### config.mk
export PLATFORM = sky130hd
export DESIGN_NAME = ascii_hex_frame_receiver
export DESIGN_NICKNAME = d
export VERILOG_FILES = /design/src/sv/ahfr_pkg.sv /design/src/sv/ahfr_tail_check.sv /design/src/sv/ahfr_frame.sv /design/src/sv/ascii_hex_frame_receiver.sv
export SDC_FILE = /design/constraint.sdc
export NUM_CORES = 1
export LEC_CHECK = 0
export ABC_AREA = 1
export BUFFER_PORTS_ARGS = -buffer_cell sky130_fd_sc_hd__buf_2
export CAP_MARGIN = 5
export CORE_UTILIZATION = 55
export DETAILED_ROUTE_END_ITERATION = 7
export GPL_TIMING_DRIVEN = 0
export PLACE_DENSITY_LB_ADDON = 0.2
export SYNTH_ARGS = -nofsm -noshare
export SYNTH_HDL_FRONTEND = slang
export SYNTH_SLANG_ARGS = --single-unit
### constraint.sdc
create_clock -name clk -period 4.1 [get_ports clk]
set_input_delay 1.23 -clock clk [delete_from_list [all_inputs] [get_ports clk]]
set_output_delay 1.23 -clock clk [all_outputs]
set_load 0.01 [all_outputs]
### src/sv/ahfr_pkg.sv
// shared types, constants and functions for the ascii hex frame receiver
// no dependencies; imported by every module of the block

package ahfr_pkg;

	localparam int TAIL_BYTES     = 10;
	localparam int POSITION_BITS  = 17;
	localparam int PAYLOAD_OFFSET = 13;
	localparam int MIN_FRAME      = 23;
	localparam int ADDR_FIRST     = 1;
	localparam int ADDR_LAST      = 8;
	localparam int LEN_FIRST      = 9;
	localparam int LEN_LAST       = 12;
	localparam int CRC_DIGITS     = 8;
	localparam int OUT_DATA_BITS  = 96;

	localparam logic [7:0]  CHAR_COLON = 8'h3a;
	localparam logic [7:0]  CHAR_CR    = 8'h0d;
	localparam logic [7:0]  CHAR_LF    = 8'h0a;
	localparam logic [31:0] CRC_POLY   = 32'hedb88320;
	localparam logic [31:0] CRC_INIT   = 32'hffffffff;

	typedef enum logic [2:0] {
		ST_OK        = 3'd0,
		ST_BAD_START = 3'd1,
		ST_BAD_END   = 3'd2,
		ST_CRC_ERR   = 3'd3,
		ST_SHORT     = 3'd4
	} status_t;

	typedef enum logic {
		KIND_PAYLOAD = 1'b0,
		KIND_STATUS  = 1'b1
	} kind_t;

	typedef struct packed {
		logic        ok;
		logic [3:0]  val;
	} hex_t;

	typedef struct packed {
		kind_t       kind;
		logic [7:0]  payload_byte;
		status_t     status;
		logic [31:0] address;
		logic [15:0] payload_length;
		logic [31:0] received_crc;
	} result_t;

	function automatic hex_t hex_value(input logic [7:0] c);
		hex_t h;
		h.ok  = 1'b1;
		h.val = 4'd0;
		if (c >= 8'h30 && c <= 8'h39) begin
			h.val = 4'(c - 8'h30);
		end else if (c >= 8'h61 && c <= 8'h66) begin
			h.val = 4'(c - 8'h57);
		end else if (c >= 8'h41 && c <= 8'h46) begin
			h.val = 4'(c - 8'h37);
		end else begin
			h.ok = 1'b0;
		end
		return h;
	endfunction

	// reflected crc-32, one byte
	function automatic logic [31:0] crc_byte(input logic [31:0] crc, input logic [7:0] b);
		logic [31:0] r;
		r = crc ^ {24'd0, b};
		for (int i = 0; i < 8; i++) begin
			if (r[0]) begin
				r = (r >> 1) ^ CRC_POLY;
			end else begin
				r = r >> 1;
			end
		end
		return r;
	endfunction

endpackage

### src/sv/ahfr_tail_check.sv
// end-of-frame checks: crc fold, tail crc digit parse and status priority
// depends on ahfr_pkg

module ahfr_tail_check
	import ahfr_pkg::*;
(
	input  logic [7:0]  tail [TAIL_BYTES],
	input  logic [31:0] crc_reg,
	input  logic        fold_oldest,
	input  logic        start_ok,
	input  logic        too_short,
	input  logic [7:0]  last_byte,
	output status_t     status,
	output logic [31:0] received_crc
);

	logic [31:0] crc_final;
	logic [31:0] rx;
	logic        frz;
	hex_t        d;

	always_comb begin
		crc_final = fold_oldest ? crc_byte(crc_reg, tail[0]) : crc_reg;
		crc_final = ~crc_final;
	end

	// digits until the first non-hex character, then frozen
	always_comb begin
		rx  = 32'd0;
		frz = 1'b0;
		d   = '0;
		for (int i = 1; i <= CRC_DIGITS; i++) begin
			d = hex_value(tail[i]);
			if (!frz) begin
				if (!d.ok) begin
					frz = 1'b1;
				end else begin
					rx = {rx[27:0], d.val};
				end
			end
		end
	end

	always_comb begin
		priority if (!start_ok) begin
			status = ST_BAD_START;
		end else if (too_short) begin
			status = ST_SHORT;
		end else if (tail[TAIL_BYTES-1] != CHAR_CR || last_byte != CHAR_LF) begin
			status = ST_BAD_END;
		end else if (rx != crc_final) begin
			status = ST_CRC_ERR;
		end else begin
			status = ST_OK;
		end
	end

	assign received_crc = rx;

endmodule

### src/sv/ahfr_frame.sv
// frame state: position, header parse, tail window and running crc
// depends on ahfr_pkg and ahfr_tail_check

module ahfr_frame
	import ahfr_pkg::*;
#(
	parameter int POS_BITS = POSITION_BITS
)
(
	input  logic    clk,
	input  logic    arst_n,
	input  logic    step,
	input  logic [7:0] rx_byte,
	input  logic    frame_end,
	output logic    res_valid,
	output result_t res
);

	localparam logic [POS_BITS-1:0] POS_MAX = '1;

	logic [POS_BITS-1:0] pos_q;
	logic                start_ok_q;
	logic [31:0]         addr_q;
	logic                addr_frz_q;
	logic [15:0]         len_q;
	logic                len_frz_q;
	logic [7:0]          tail_q [TAIL_BYTES];
	logic [31:0]         crc_q;

	logic                pos_zero;
	logic                in_addr;
	logic                in_len;
	logic                fold;
	logic                start_ok_now;
	logic                too_short;
	logic                is_payload;
	logic [POS_BITS-1:0] pay_off;
	hex_t                hv;
	status_t             status;
	logic [31:0]         rx_crc;

	assign pos_zero = (pos_q == '0);
	assign in_addr  = (pos_q >= POS_BITS'(ADDR_FIRST)) && (pos_q <= POS_BITS'(ADDR_LAST));
	assign in_len   = (pos_q >= POS_BITS'(LEN_FIRST)) && (pos_q <= POS_BITS'(LEN_LAST));
	assign fold     = (pos_q >= POS_BITS'(TAIL_BYTES));
	assign pay_off  = pos_q - POS_BITS'(PAYLOAD_OFFSET);
	assign is_payload = (pos_q >= POS_BITS'(PAYLOAD_OFFSET))
		&& (pay_off < POS_BITS'(len_q));
	assign start_ok_now = pos_zero ? (rx_byte == CHAR_COLON) : start_ok_q;
	assign too_short    = (pos_q < POS_BITS'(MIN_FRAME - 1));
	assign hv           = hex_value(rx_byte);

	ahfr_tail_check u_tail (
		.tail         (tail_q),
		.crc_reg      (crc_q),
		.fold_oldest  (fold),
		.start_ok     (start_ok_now),
		.too_short    (too_short),
		.last_byte    (rx_byte),
		.status       (status),
		.received_crc (rx_crc)
	);

	always_comb begin
		res = '0;
		res_valid = 1'b0;
		if (frame_end) begin
			res_valid          = 1'b1;
			res.kind           = KIND_STATUS;
			res.status         = status;
			res.address        = addr_q;
			res.payload_length = len_q;
			res.received_crc   = rx_crc;
		end else if (is_payload) begin
			res_valid        = 1'b1;
			res.kind         = KIND_PAYLOAD;
			res.payload_byte = rx_byte;
		end
	end

	always_ff @(posedge clk or negedge arst_n) begin
		if (!arst_n) begin
			pos_q      <= '0;
			start_ok_q <= 1'b0;
			addr_q     <= '0;
			addr_frz_q <= 1'b0;
			len_q      <= '0;
			len_frz_q  <= 1'b0;
			crc_q      <= CRC_INIT;
			for (int i = 0; i < TAIL_BYTES; i++) begin
				tail_q[i] <= '0;
			end
		end else if (step) begin
			if (frame_end) begin
				// final byte: back to the idle frame state
				pos_q      <= '0;
				start_ok_q <= 1'b0;
				addr_q     <= '0;
				addr_frz_q <= 1'b0;
				len_q      <= '0;
				len_frz_q  <= 1'b0;
				crc_q      <= CRC_INIT;
				for (int i = 0; i < TAIL_BYTES; i++) begin
					tail_q[i] <= '0;
				end
			end else begin
				if (pos_zero) begin
					start_ok_q <= (rx_byte == CHAR_COLON);
				end
				if (in_addr && !addr_frz_q) begin
					if (!hv.ok) begin
						addr_frz_q <= 1'b1;
					end else begin
						addr_q <= {addr_q[27:0], hv.val};
					end
				end
				if (in_len && !len_frz_q) begin
					if (!hv.ok) begin
						len_frz_q <= 1'b1;
					end else begin
						len_q <= {len_q[11:0], hv.val};
					end
				end
				if (fold) begin
					crc_q <= crc_byte(crc_q, tail_q[0]);
				end
				for (int i = 0; i < TAIL_BYTES - 1; i++) begin
					tail_q[i] <= tail_q[i+1];
				end
				tail_q[TAIL_BYTES-1] <= rx_byte;
				if (pos_q != POS_MAX) begin
					pos_q <= pos_q + 1'b1;
				end
			end
		end
	end

endmodule

### src/sv/ascii_hex_frame_receiver.sv
// ascii hex frame receiver top level: input register, frame logic, result register
// depends on ahfr_pkg and ahfr_frame
//
//  channel  | dir | tdata                                   | tuser | tlast
//  s_*      | in  | [7:0] rx_byte                           | -     | frame_end
//  m_*      | out | payload_byte, status, address,          | kind  | -
//           |     | payload_length, received_crc, pad        |       |
//
// one item per cycle sustained while the result is not stalled; an accepted input is held in the input register,
// then the single-pass frame logic writes its result into the result register
// arst_n clears both valid flags and returns the frame state to its idle values
// a stalled result holds the input register, which stalls s_tready
// items that give no result still pass through the input register

module ascii_hex_frame_receiver
	import ahfr_pkg::*;
#(
	parameter int POSITION_BITS_P = POSITION_BITS
)
(
	input  logic        clk,
	input  logic        arst_n,
	input  logic        s_tvalid,
	output logic        s_tready,
	input  logic [7:0]  s_tdata,   // [7:0] rx_byte
	input  logic        s_tlast,
	output logic        m_tvalid,
	input  logic        m_tready,
	output logic [OUT_DATA_BITS-1:0] m_tdata, // payload_byte, status, address,
	                                          // payload_length, received_crc, zeros
	output logic        m_tuser    // kind
);

	logic       valid_s1;
	logic [7:0] byte_s1;
	logic       last_s1;
	logic       valid_s2;
	result_t    res_s2;
	logic       advance;
	logic       res_valid;
	result_t    res;

	assign advance  = valid_s1 && (!valid_s2 || m_tready);
	assign s_tready = !valid_s1 || advance;

	always_ff @(posedge clk or negedge arst_n) begin
		if (!arst_n) begin
			valid_s1 <= 1'b0;
		end else if (s_tvalid && s_tready) begin
			valid_s1 <= 1'b1;
		end else if (advance) begin
			valid_s1 <= 1'b0;
		end
	end

	always_ff @(posedge clk) begin
		if (s_tvalid && s_tready) begin
			byte_s1 <= s_tdata;
			last_s1 <= s_tlast;
		end
	end

	ahfr_frame #(
		.POS_BITS (POSITION_BITS_P)
	) u_frame (
		.clk       (clk),
		.arst_n    (arst_n),
		.step      (advance),
		.rx_byte   (byte_s1),
		.frame_end (last_s1),
		.res_valid (res_valid),
		.res       (res)
	);

	always_ff @(posedge clk or negedge arst_n) begin
		if (!arst_n) begin
			valid_s2 <= 1'b0;
		end else if (advance) begin
			valid_s2 <= res_valid;
		end else if (m_tready) begin
			valid_s2 <= 1'b0;
		end
	end

	always_ff @(posedge clk) begin
		if (advance) begin
			res_s2 <= res;
		end
	end

	assign m_tvalid = valid_s2;
	assign m_tuser  = res_s2.kind;
	assign m_tdata  = {5'd0, res_s2.received_crc, res_s2.payload_length,
		res_s2.address, res_s2.status, res_s2.payload_byte};

endmodule
Yosys cells after proc, flatten, opt, wreduce, memory -nomap -nowiden
Index checks and enable logic that the tools add are counted.

operators by class
  order comparisons = 62
  add/subtract/negate cells = 29
  equal/unequal tests = 6
  bitwise gates (word level) = 20
  reductions and logical operators = 58
  multiplexer cells = 147

operators by type and width
  operator               number
  $mux 32                56
  $not 13->14            15
  $ge 8x7->1 const B     18
  $le 8x7->1 const B     18
  $mux 4                 28
  $mux 80                1
  $ge 8x6->1 const B     9
  $le 8x6->1 const B     9
  $sub 4x3->4 const B    18
  $mux 1                 54
  $ge 17x4->1 const B    3
  $mux 16                3
  $sub 4x1->4 const B    9
  $le 17x4->1 const B    2
  $logic_and 1x1->1      34
  $mux 17                2
  $ne 32x32->1           1
  $not 32->32            1
  $xor 32x8->32          1
  $add 17x1->17 const B  1
  $ge 17x1->1 const B    1
  $logic_not 17->1       1
  $lt 17x16->1           1
  $lt 17x5->1 const B    1
  15 further kinds       35

storage, ports and cells
  word-level logic and storage cells = 351
  output and inout port bits = 99
  bits in registers = 283

Depth between registers and ports, before layout
Gate-level depths: netlist of the first run.

  depth after elaboration = 40
  gate-level depth with buffers = 29
  gate-level depth less buffers = 29

Modules after synthesis
A second synthesis of the first run with hierarchy kept.

unflattened totals
  cells, all modules = 2395
  area total of the unflattened synthesis = 18395.1 um^2

modules (own cells, without submodules)
  module                    area each (um^2)  cells each  times used  sequential area each (um^2)
  ahfr_frame                10197.3           1305        1           4544.4
  ahfr_tail_check           5026.1            971         1           0.0
  ascii_hex_frame_receiver  3171.8            119         1           3083.0

Least setup slack after synthesis of the first run
No wires, ideal clock.

  path kind = input to register
  start point = input m_tready
  end point = register res_s2, in the netlist m_tdata[0], enable pin
  path buffers = 1
  stages = 5
  required time = 3608 ps
  arrival = 4215 ps
  slack = -607 ps
  path through = inv_1 nand2_1 nand2_1 inv_2 clkbuf_1

on the way
  longest elaborated chain between the ends = 2

RTL lines
  what                  RTL line                        source
  start, declared       ascii_hex_frame_receiver.sv:28  input logic m_tready,
  $logic_or 1x1->1      ascii_hex_frame_receiver.sv:43  assign advance = valid_s1 && (!valid_s2 || m_tready);
  $logic_and 1x1->1     ascii_hex_frame_receiver.sv:43
  named net advance     ascii_hex_frame_receiver.sv:39  logic advance;
  end signal, assigned  ascii_hex_frame_receiver.sv:87  res_s2 <= res;
  end, declared         ascii_hex_frame_receiver.sv:38  result_t res_s2;

The timed path passes the listed nets, and every way through them passes these cells.
A chain may end at the register's enable or synchronous reset.

Worst setup path in the final report of the first run
  start point = register u_frame.tail_q[64] in the netlist's numbering
  end point = register res_s2, in the netlist m_tdata[8], data pin

on the way
  longest elaborated chain between the ends = 25

RTL lines
  what                                             RTL line               source
  start, declared                                  ahfr_frame.sv:27       logic [7:0] tail_q [TAIL_BYTES];
  start signal, assigned by index                  ahfr_frame.sv:128      tail_q[i] <= tail_q[i+1];
  start signal, assigned by index                  ahfr_frame.sv:130      tail_q[TAIL_BYTES-1] <= rx_byte;
  $ge 8x7->1 / $le 8x7->1 (equally long branches)  ahfr_pkg.sv:58         end else if (c >= 8'h41 && c <= 8'h46) begin
  $logic_and 1x1->1                                ahfr_pkg.sv:58
  $mux 4 / $mux 1 (equally long branches)          ahfr_pkg.sv:58
  $mux 4 / $mux 1 (equally long branches)          ahfr_pkg.sv:56         end else if (c >= 8'h61 && c <= 8'h66) begin
  $mux 4 / $mux 1 (equally long branches)          ahfr_pkg.sv:54         if (c >= 8'h30 && c <= 8'h39) begin
  $mux 4                                           ahfr_tail_check.sv:35  if (!d.ok) begin
  $mux 32                                          ahfr_tail_check.sv:35
  $mux 32                                          ahfr_tail_check.sv:34  if (!frz) begin
  (+9 left out)                                    n/a
  $mux 32                                          ahfr_tail_check.sv:34
  $mux 32                                          ahfr_tail_check.sv:35
  $mux 32 *                                        ahfr_tail_check.sv:34
  $ne 32x32->1 *                                   ahfr_tail_check.sv:51  end else if (rx != crc_final) begin
  $mux 2 *                                         ahfr_tail_check.sv:51
  $mux 2 *                                         ahfr_tail_check.sv:49  end else if (tail[TAIL_BYTES-1] != CHAR_CR || last_byte != CHAR_LF) begin
  $mux 3 *                                         ahfr_tail_check.sv:47  end else if (too_short) begin
  $mux 1 *                                         ahfr_tail_check.sv:45  priority if (!start_ok) begin

Mark *: on every way between the ends. The rest lies on a longest branch, timed or not.

==> flow_summary.toml, run 1 <==
[status]
status = "finished clean"

[hold_path]
hold_class = "flip-flop to flip-flop"
hold_start = "u_frame.addr_q[30]"

[sta]
tightest_slew_ns = 0.9677
tns_ns = 0
fin_crit_ns = 3.871
rsz0062_at_grt = "yes"
setup_violations = 0
whs_ns = 0.4920
max_freq_mhz = 258.3
hold_viol = 0
maxSlewHeadroom_pct = 35.25
skew_ns = 0.01272
worst_slack_ns = 0.2285
maxSlewViolCount = 0
fin_crit_sh_pct = 94.43

[worst_setup_path]
path_max_fanout = 10
critPathKind = "flip-flop to flip-flop"
start_kind = "flip-flop"
endpoint_kind = "flip-flop"
timing.rr.start = "u_frame.tail_q[64]"
startpoint = "u_frame.tail_q[64]"
arrival_ns = 4.17
required_ns = 4.40

[global_route]
grt_max_degree = 110
grt_pass1_vias = 13550
grt_overflow = 0
grt_usage_pct = 30.81
antenna_found_initial = 0
grt_pass1_wl_um = 74210

[final_layout]
area_growth_pct = 13.72
layoutNonFillerInstCount = 2612
drive_above_1_share_pct = 13.64
final_common_cell = "nand2_1"
fin_nets = 2258
nFillCells = 2570
final_cell_mix = "nand2_1, inv_1, nor2_1"
multiInputGateArea_um2 = 7581
register_area_um2 = 7630
antenna_cells = 0

[synth]
synth_edf_count = 101
yosysUniqueCellTypes = 62
synthesis.area_um2 = 16620
syn_avg_cell_area_um2 = 8.152
synth_ff_type = "dfrtp_1"
synth_cells = 2039
async_flop_share_pct = 64.31
ys_warn_count = 0
ys_ff_latch = 283
ys_seq_area_share_pct = 45.89

[detailed_routing]
drc = 0
first_pass_iters = 7
routed_wl_um = 46810
wl_per_cell_um = 17.92
drtIter0Drc = 1398
vias = 14585
vias_per_cell = 5.584
postRouteAntennaNets = 0

[floorplan]
die_h_um = 175.8
die_w_um = 175.8
ios = 112
start_util_pct = 55.93
dieArea_um2 = 30920
rows = 63
core_area_um2 = 29720

[clocking]
numCtsBuffers = 31
clock_sinks = 283
cts_root_buffer = "clkbuf_16"
worstSkewPairLatency_ns = 0.58
clkTransAtPathRegs_ns = 0.06
htree_levels = 1
cts_buffer_depth = 3
cts_tree = "built"

[power_and_ir_drop]
p_per_area_nw_per_um2 = 429.2
leakage_nw = 9.137
ir_drop_uv = 439.0

[placed_design]
port_buffers = 106
gp_congestion = 0.9777
place_worst_setup_slack_ns = 0.01426
dp_hpwl_um = 34930
dp.cells = 2541

[job]
cap_violations = 0
cells in the mapped netlist, types with 19 or more instances:
master | instances | share of area (%)
nand2_1 | 505 | 11
nand3_1 | 126 | 3.8
dfstp_2 | 32 | 5.1
inv_1 | 296 | 6.7
nor3_1 | 20 | 0.60
o21ai_0 | 79 | 2.4
xor2_1 | 78 | 4.1
dfrtp_1 | 150 | 23
nand4_1 | 22 | 0.83
nor2_1 | 159 | 3.6
a21oi_1 | 76 | 2.3
ha_1 | 48 | 3.6
clkbuf_1 | 42 | 0.95
inv_2 | 19 | 0.43
edfxtp_1 | 101 | 18
xnor2_1 | 21 | 1.1
o22ai_1 | 111 | 4.2
area by class of cell:
| class | instances | share of cell area (%) |
|---|---|---|
| clock buffers | 44 | 4.574 |
| multi-input cells | 1380 | 40.10 |
| flip-flops and latches | 283 | 40.36 |
| well taps | 390 | 2.581 |
| inverters | 319 | 6.354 |
| repair buffers | 121 | 3.733 |
| plain buffers | 61 | 1.589 |
| clock inverters | 14 | 0.7016 |
per-layer routing:
layer	up-vias	track usage [%]	part of all wire (%)	routed length [um]
li1	6990	-	-	-
met2	546	46.69	44	20610
met1	6971	46.50	46	21420
met3	78	3.615	7.6	3558
met4	0	8.370	2.6	1219
met5	-	0	0	0
kinds of logic (layout without fill, tap and decap cells):
| kind of cell | after synthesis | after routing | synth area share (%) |
|---|---|---|---|
| other | 1 | 5 | 0.02256 |
| AO/OA/AOI/OAI | 330 | 330 | 11.83 |
| adder cells (fa/ha/maj) | 48 | 48 | 3.613 |
| XOR/XNOR | 105 | 105 | 6.007 |
| buffers and inverters | 380 | 559 | 8.988 |
| AND/OR/NAND/NOR | 892 | 892 | 23.66 |
| flip-flops | 283 | 283 | 45.89 |
sequential cells by signal, indices dropped and copies added, names as in the netlist:
register            count
u_frame.tail_q         80
m_tvalid                1
u_frame.len_q          16
valid_s1                1
u_frame.start_ok_q      1
u_frame.addr_frz_q      1
byte_s1                 8
u_frame.pos_q          17
u_frame.crc_q          32
m_tuser                 1
last_s1                 1
u_frame.addr_q         32
m_tdata                91
u_frame.len_frz_q       1
worst max-delay path: stages, from the launching register on:
cell	delay (ns)
dfrtp_2	0.44
inv_1	0.16
ha_1	0.21
nand4_1	0.12
nand2_1	0.20
nand2_4	0.15
nand3_1	0.45
nand2_1	0.11
nand2_1	0.08
nor2_1	0.05
nor2_1	0.11
nand3_1	0.13
nand2_1	0.11
nand2_1	0.11
nand2_1	0.10
nand3_1	0.16
nand2_1	0.11
nand3_1	0.11
nor3_1	0.20
nand3_2	0.18
o21ai_1	0.16
a21oi_1	0.12
report_power, final:
| part | total, mW | internal [mW] | switching, mW |
|---|---|---|---|
| combinational | 2.01 | 0.696 | 1.31 |
| clock | 2.72 | 1.55 | 1.18 |
| sequential | 3.38 | 3.22 | 0.156 |
final timing paths:
kind                       cells after the start                 end  slack, ns
setup / recovery                              21          m_tdata[8]       0.23
hold / removal                                 2  u_frame.addr_q[30]       0.49
setup reg to reg                              21          m_tdata[8]       0.23
hold reg to reg                                2  u_frame.addr_q[30]       0.49
max in group asynchronous                      2  u_frame.tail_q[48]       2.51
min in group asynchronous                      1  u_frame.addr_q[21]       0.62
through the flow:
step / cell area [um2] / power, mW / utilization [%]
after floorplan: 16640 / 4.793 / -
after global placement: 17660 / 5.359 / 59.42
after detailed placement: 17720 / 5.383 / 59.64
after CTS: 18730 / 8.120 / 63.01
after global routing: 18900 / 8.485 / 63.61
final: 18900 / 8.112 / 63.61
repair_timing:
item | in CTS | in global routing
endpoints found under the hold margin | 0 | 0
setup endpoints to repair | 1 | 9
pin swaps | 0 | 5
hold buffers | 0 | 0
setup buffers | 0 | 13
resized for setup | 1 | 17
(Power assumes the default switching activity.)
==> run 2: changes to the inputs <==
ABC_AREA = default   (was 1)
RECOVER_POWER = 100   (was default)
==> run 2 against run 1 <==
Effect of this change:
- the run now ends with capacitance limit, slew limit, setup timing left
- critical path depth decreased by 9
- final area increased by 9.3%
- register-to-register slack worse by 0.62 ns
- maximum frequency down 14%
- cell count fell by 6.4%
- die area up 1.8%
- critical path type unchanged
==> flow_summary.toml, run 2 <==
[status]
status = "complete, but fails checks"
violations = "capacitance limit, slew limit, setup timing"

[detailed_routing]
postRouteAntennaNets = 0
drc = 0
routed_wl_um = 61160
vias_per_cell = 6.594
wl_per_cell_um = 25.00
first_pass_iters = 6
drtIter0Drc = 1923
vias = 16129

[hold_path]
hold_end = "u_frame.len_q[3]"
hold_class = "flip-flop to flip-flop"
hold_start = "u_frame.len_q[3]"
holdPathStages = 2

[synth]
synth_top_area_cell = "dfrtp_1"
synth_cells = 1803
ys_ff_latch = 283
synthesis.area_um2 = 16930
yosysMostFrequentCell = "nand2_1"
synth_commonest_cells = "nand2_1, dfrtp_1, nor2_1"
async_flop_share_pct = 64.31
yosysUniqueCellTypes = 97
ys_seq_area_share_pct = 45.06
synth_edf_count = 101
synth_ff_type = "dfrtp_1"
synth_area_leaders = "dfrtp_1, edfxtp_1, nand2_1, dfstp_2, xnor2_1"
synth_top_area_share_pct = 22.17
syn_avg_cell_area_um2 = 9.389
ys_warn_count = 0

[sta]
fin_crit_ns = 4.490
setup_violations = 2
worst_slack_ns = -0.3896
rsz0062_at_grt = "yes"
hold_viol = 0
whs_ns = 0.4888
maxSlewViolCount = 91
maxSlewHeadroom_pct = -56.28
fin_crit_sh_pct = 109.5
tightest_slew_ns = 2.344
tns_ns = -0.7438
skew_ns = 0.01453
max_freq_mhz = 222.7

[placed_design]
port_buffers = 106
placed_cell_area_um2 = 18040
dp_hpwl_um = 43910
gp_congestion = 1.003

[global_route]
grt_pass1_wl_um = 92350
grt_overflow = 0
grt_usage_pct = 38.96
antenna_found_initial = 1
grt_max_degree = 93
grt_pass1_vias = 15323

[floorplan]
rows = 63
dieArea_um2 = 31490
die_w_um = 177.4
ios = 112
die_h_um = 177.4
start_util_pct = 56.52
core_area_um2 = 29950

[worst_setup_path]
start_kind = "flip-flop"
r2r_setup_slack_ns = -0.39
endpoint_kind = "flip-flop"
cpMaxStageDelayCell = "o21ai_0"
arrival_ns = 4.81
r2r_cells = 12
path_max_fanout = 5
timing.rr.start = "u_frame.tail_q[32]"
cpMostUsedCell = "o21ai_0"
critPathMaxStageDelay_ns = 0.86
worstPathCellList = "inv_1 -> ha_1 -> o21bai_1 -> o21ai_0 -> o21ai_0 -> o22ai_1 -> o22ai_2 -> and3_1 -> o211ai_1 -> or4_4 -> nor4_4 -> a21oi_1"
critPathKind = "flip-flop to flip-flop"
crit_buf_inv = 1
cp_top_family = "compound AO/OA/AOI/OAI gates"
required_ns = 4.42
r2r_end = "m_tdata[9]"

[power_and_ir_drop]
leakage_nw = 8.260
p_per_area_nw_per_um2 = 351.3
ir_drop_uv = 355.0

[clocking]
cts_hold_buf = 0
cts_buffer_depth = 3
htree_levels = 1
worstSkewPairLatency_ns = 0.58
clock_sinks = 283
numCtsBuffers = 30
cts_tree = "built"
clkTransAtPathRegs_ns = 0.07
cts_root_buffer = "clkbuf_16"

[final_layout]
drive_above_1_share_pct = 19.07
largest_reg_flops = 91
area_growth_pct = 22.00
antenna_cells = 0
final_common_cell = "nand2_1"
final_cell_mix = "nand2_1, clkbuf_1, dfrtp_1"
fin_nets = 2093
fin_area_um2 = 20650

[job]
cap_violations = 1
-- run 2: changes by cell type after synthesis, sizes merged, moves of 37 or more --
cell,previous run,this run
nand3,132,58
xnor2,25,72
o22ai,111,21
xor2,80,36
nor2,176,139
and2,1,51
clkbuf,42,82
nand2,520,265
inv,315,57
-- run 2: layout make-up --
class / instances / area (um2)
fillers: 2357 / 9301
inverters: 57 / 214.0
clock inverters: 20 / 227.7
flip-flops and latches: 283 / 7640
plain buffers: 95 / 515.5
multi-input cells: 1361 / 9518
repair buffers: 204 / 1246
clock buffers: 36 / 803.3
well taps: 390 / 488.0
-- run 2: cells by family after synthesis --
logic type | after synthesis | share of synthesized area (%)
mux | 31 | 1.914
xor+xnor | 114 | 6.438
other cells | 1 | 0.02215
simple gates | 680 | 19.55
flops | 283 | 45.06
fa+ha+maj | 48 | 3.548
compound gates | 483 | 19.57
buf+inv | 163 | 3.902
-- run 2: worst reg2reg max path: cells and delay by family (launching register included) --
kind | cells | cell delay [ns]
AOI/OAI and AO/OA | 7 | 2.30
and+or+nand+nor | 3 | 1.09
DFF | 1 | 0.44
adders and majority gates | 1 | 0.25
buffers and inverters | 1 | 0.15
-- run 2: what timing repair did --
action,CTS,global route
pin swaps,48,34
gates resized for setup,176,50
buffers inserted,62,32
endpoints found under the setup margin,33,20
-- run 2: through the flow --
step	total power, mW	instances	util, %	setup WS, ns
5_1_grt	7.482	2446	68.95	-0.3799
3_5_place_dp	4.401	2307	60.23	-1.474
2_1_floorplan	4.009	1807	-	0.06826
3_3_place_gp	4.368	2303	59.97	-2.005
6_report	7.255	2446	68.95	-0.3896
4_1_cts	7.242	2416	67.94	-0.1425
-- run 2: how the worst max path moves through the flow --
stage,cells past startpoint,end,start,slack (ns)
after floorplan,14,m_tdata[9],u_frame.tail_q[8],0.07
after global placement,13,m_tdata[8],u_frame.tail_q[8],-2.01
after detailed placement,14,m_tdata[9],u_frame.tail_q[8],-1.47
after CTS,14,m_tdata[9],u_frame.tail_q[67],-0.14
after global routing,17,m_tdata[9],u_frame.tail_q[64],-0.38
final,12,m_tdata[9],u_frame.tail_q[32],-0.39
-- run 2: power by group --
group,switching (mW),internal (mW)
sequential,0.117,3.09
combinational,0.784,0.441
clock,1.22,1.61
total,2.12,5.14
-- run 2: layer usage --
metal	GRT usage [%]	wire, um
met1	51.29	23800
met2	63.00	28150
met3	5.356	5508
met4	19.62	3691
met5	0	11
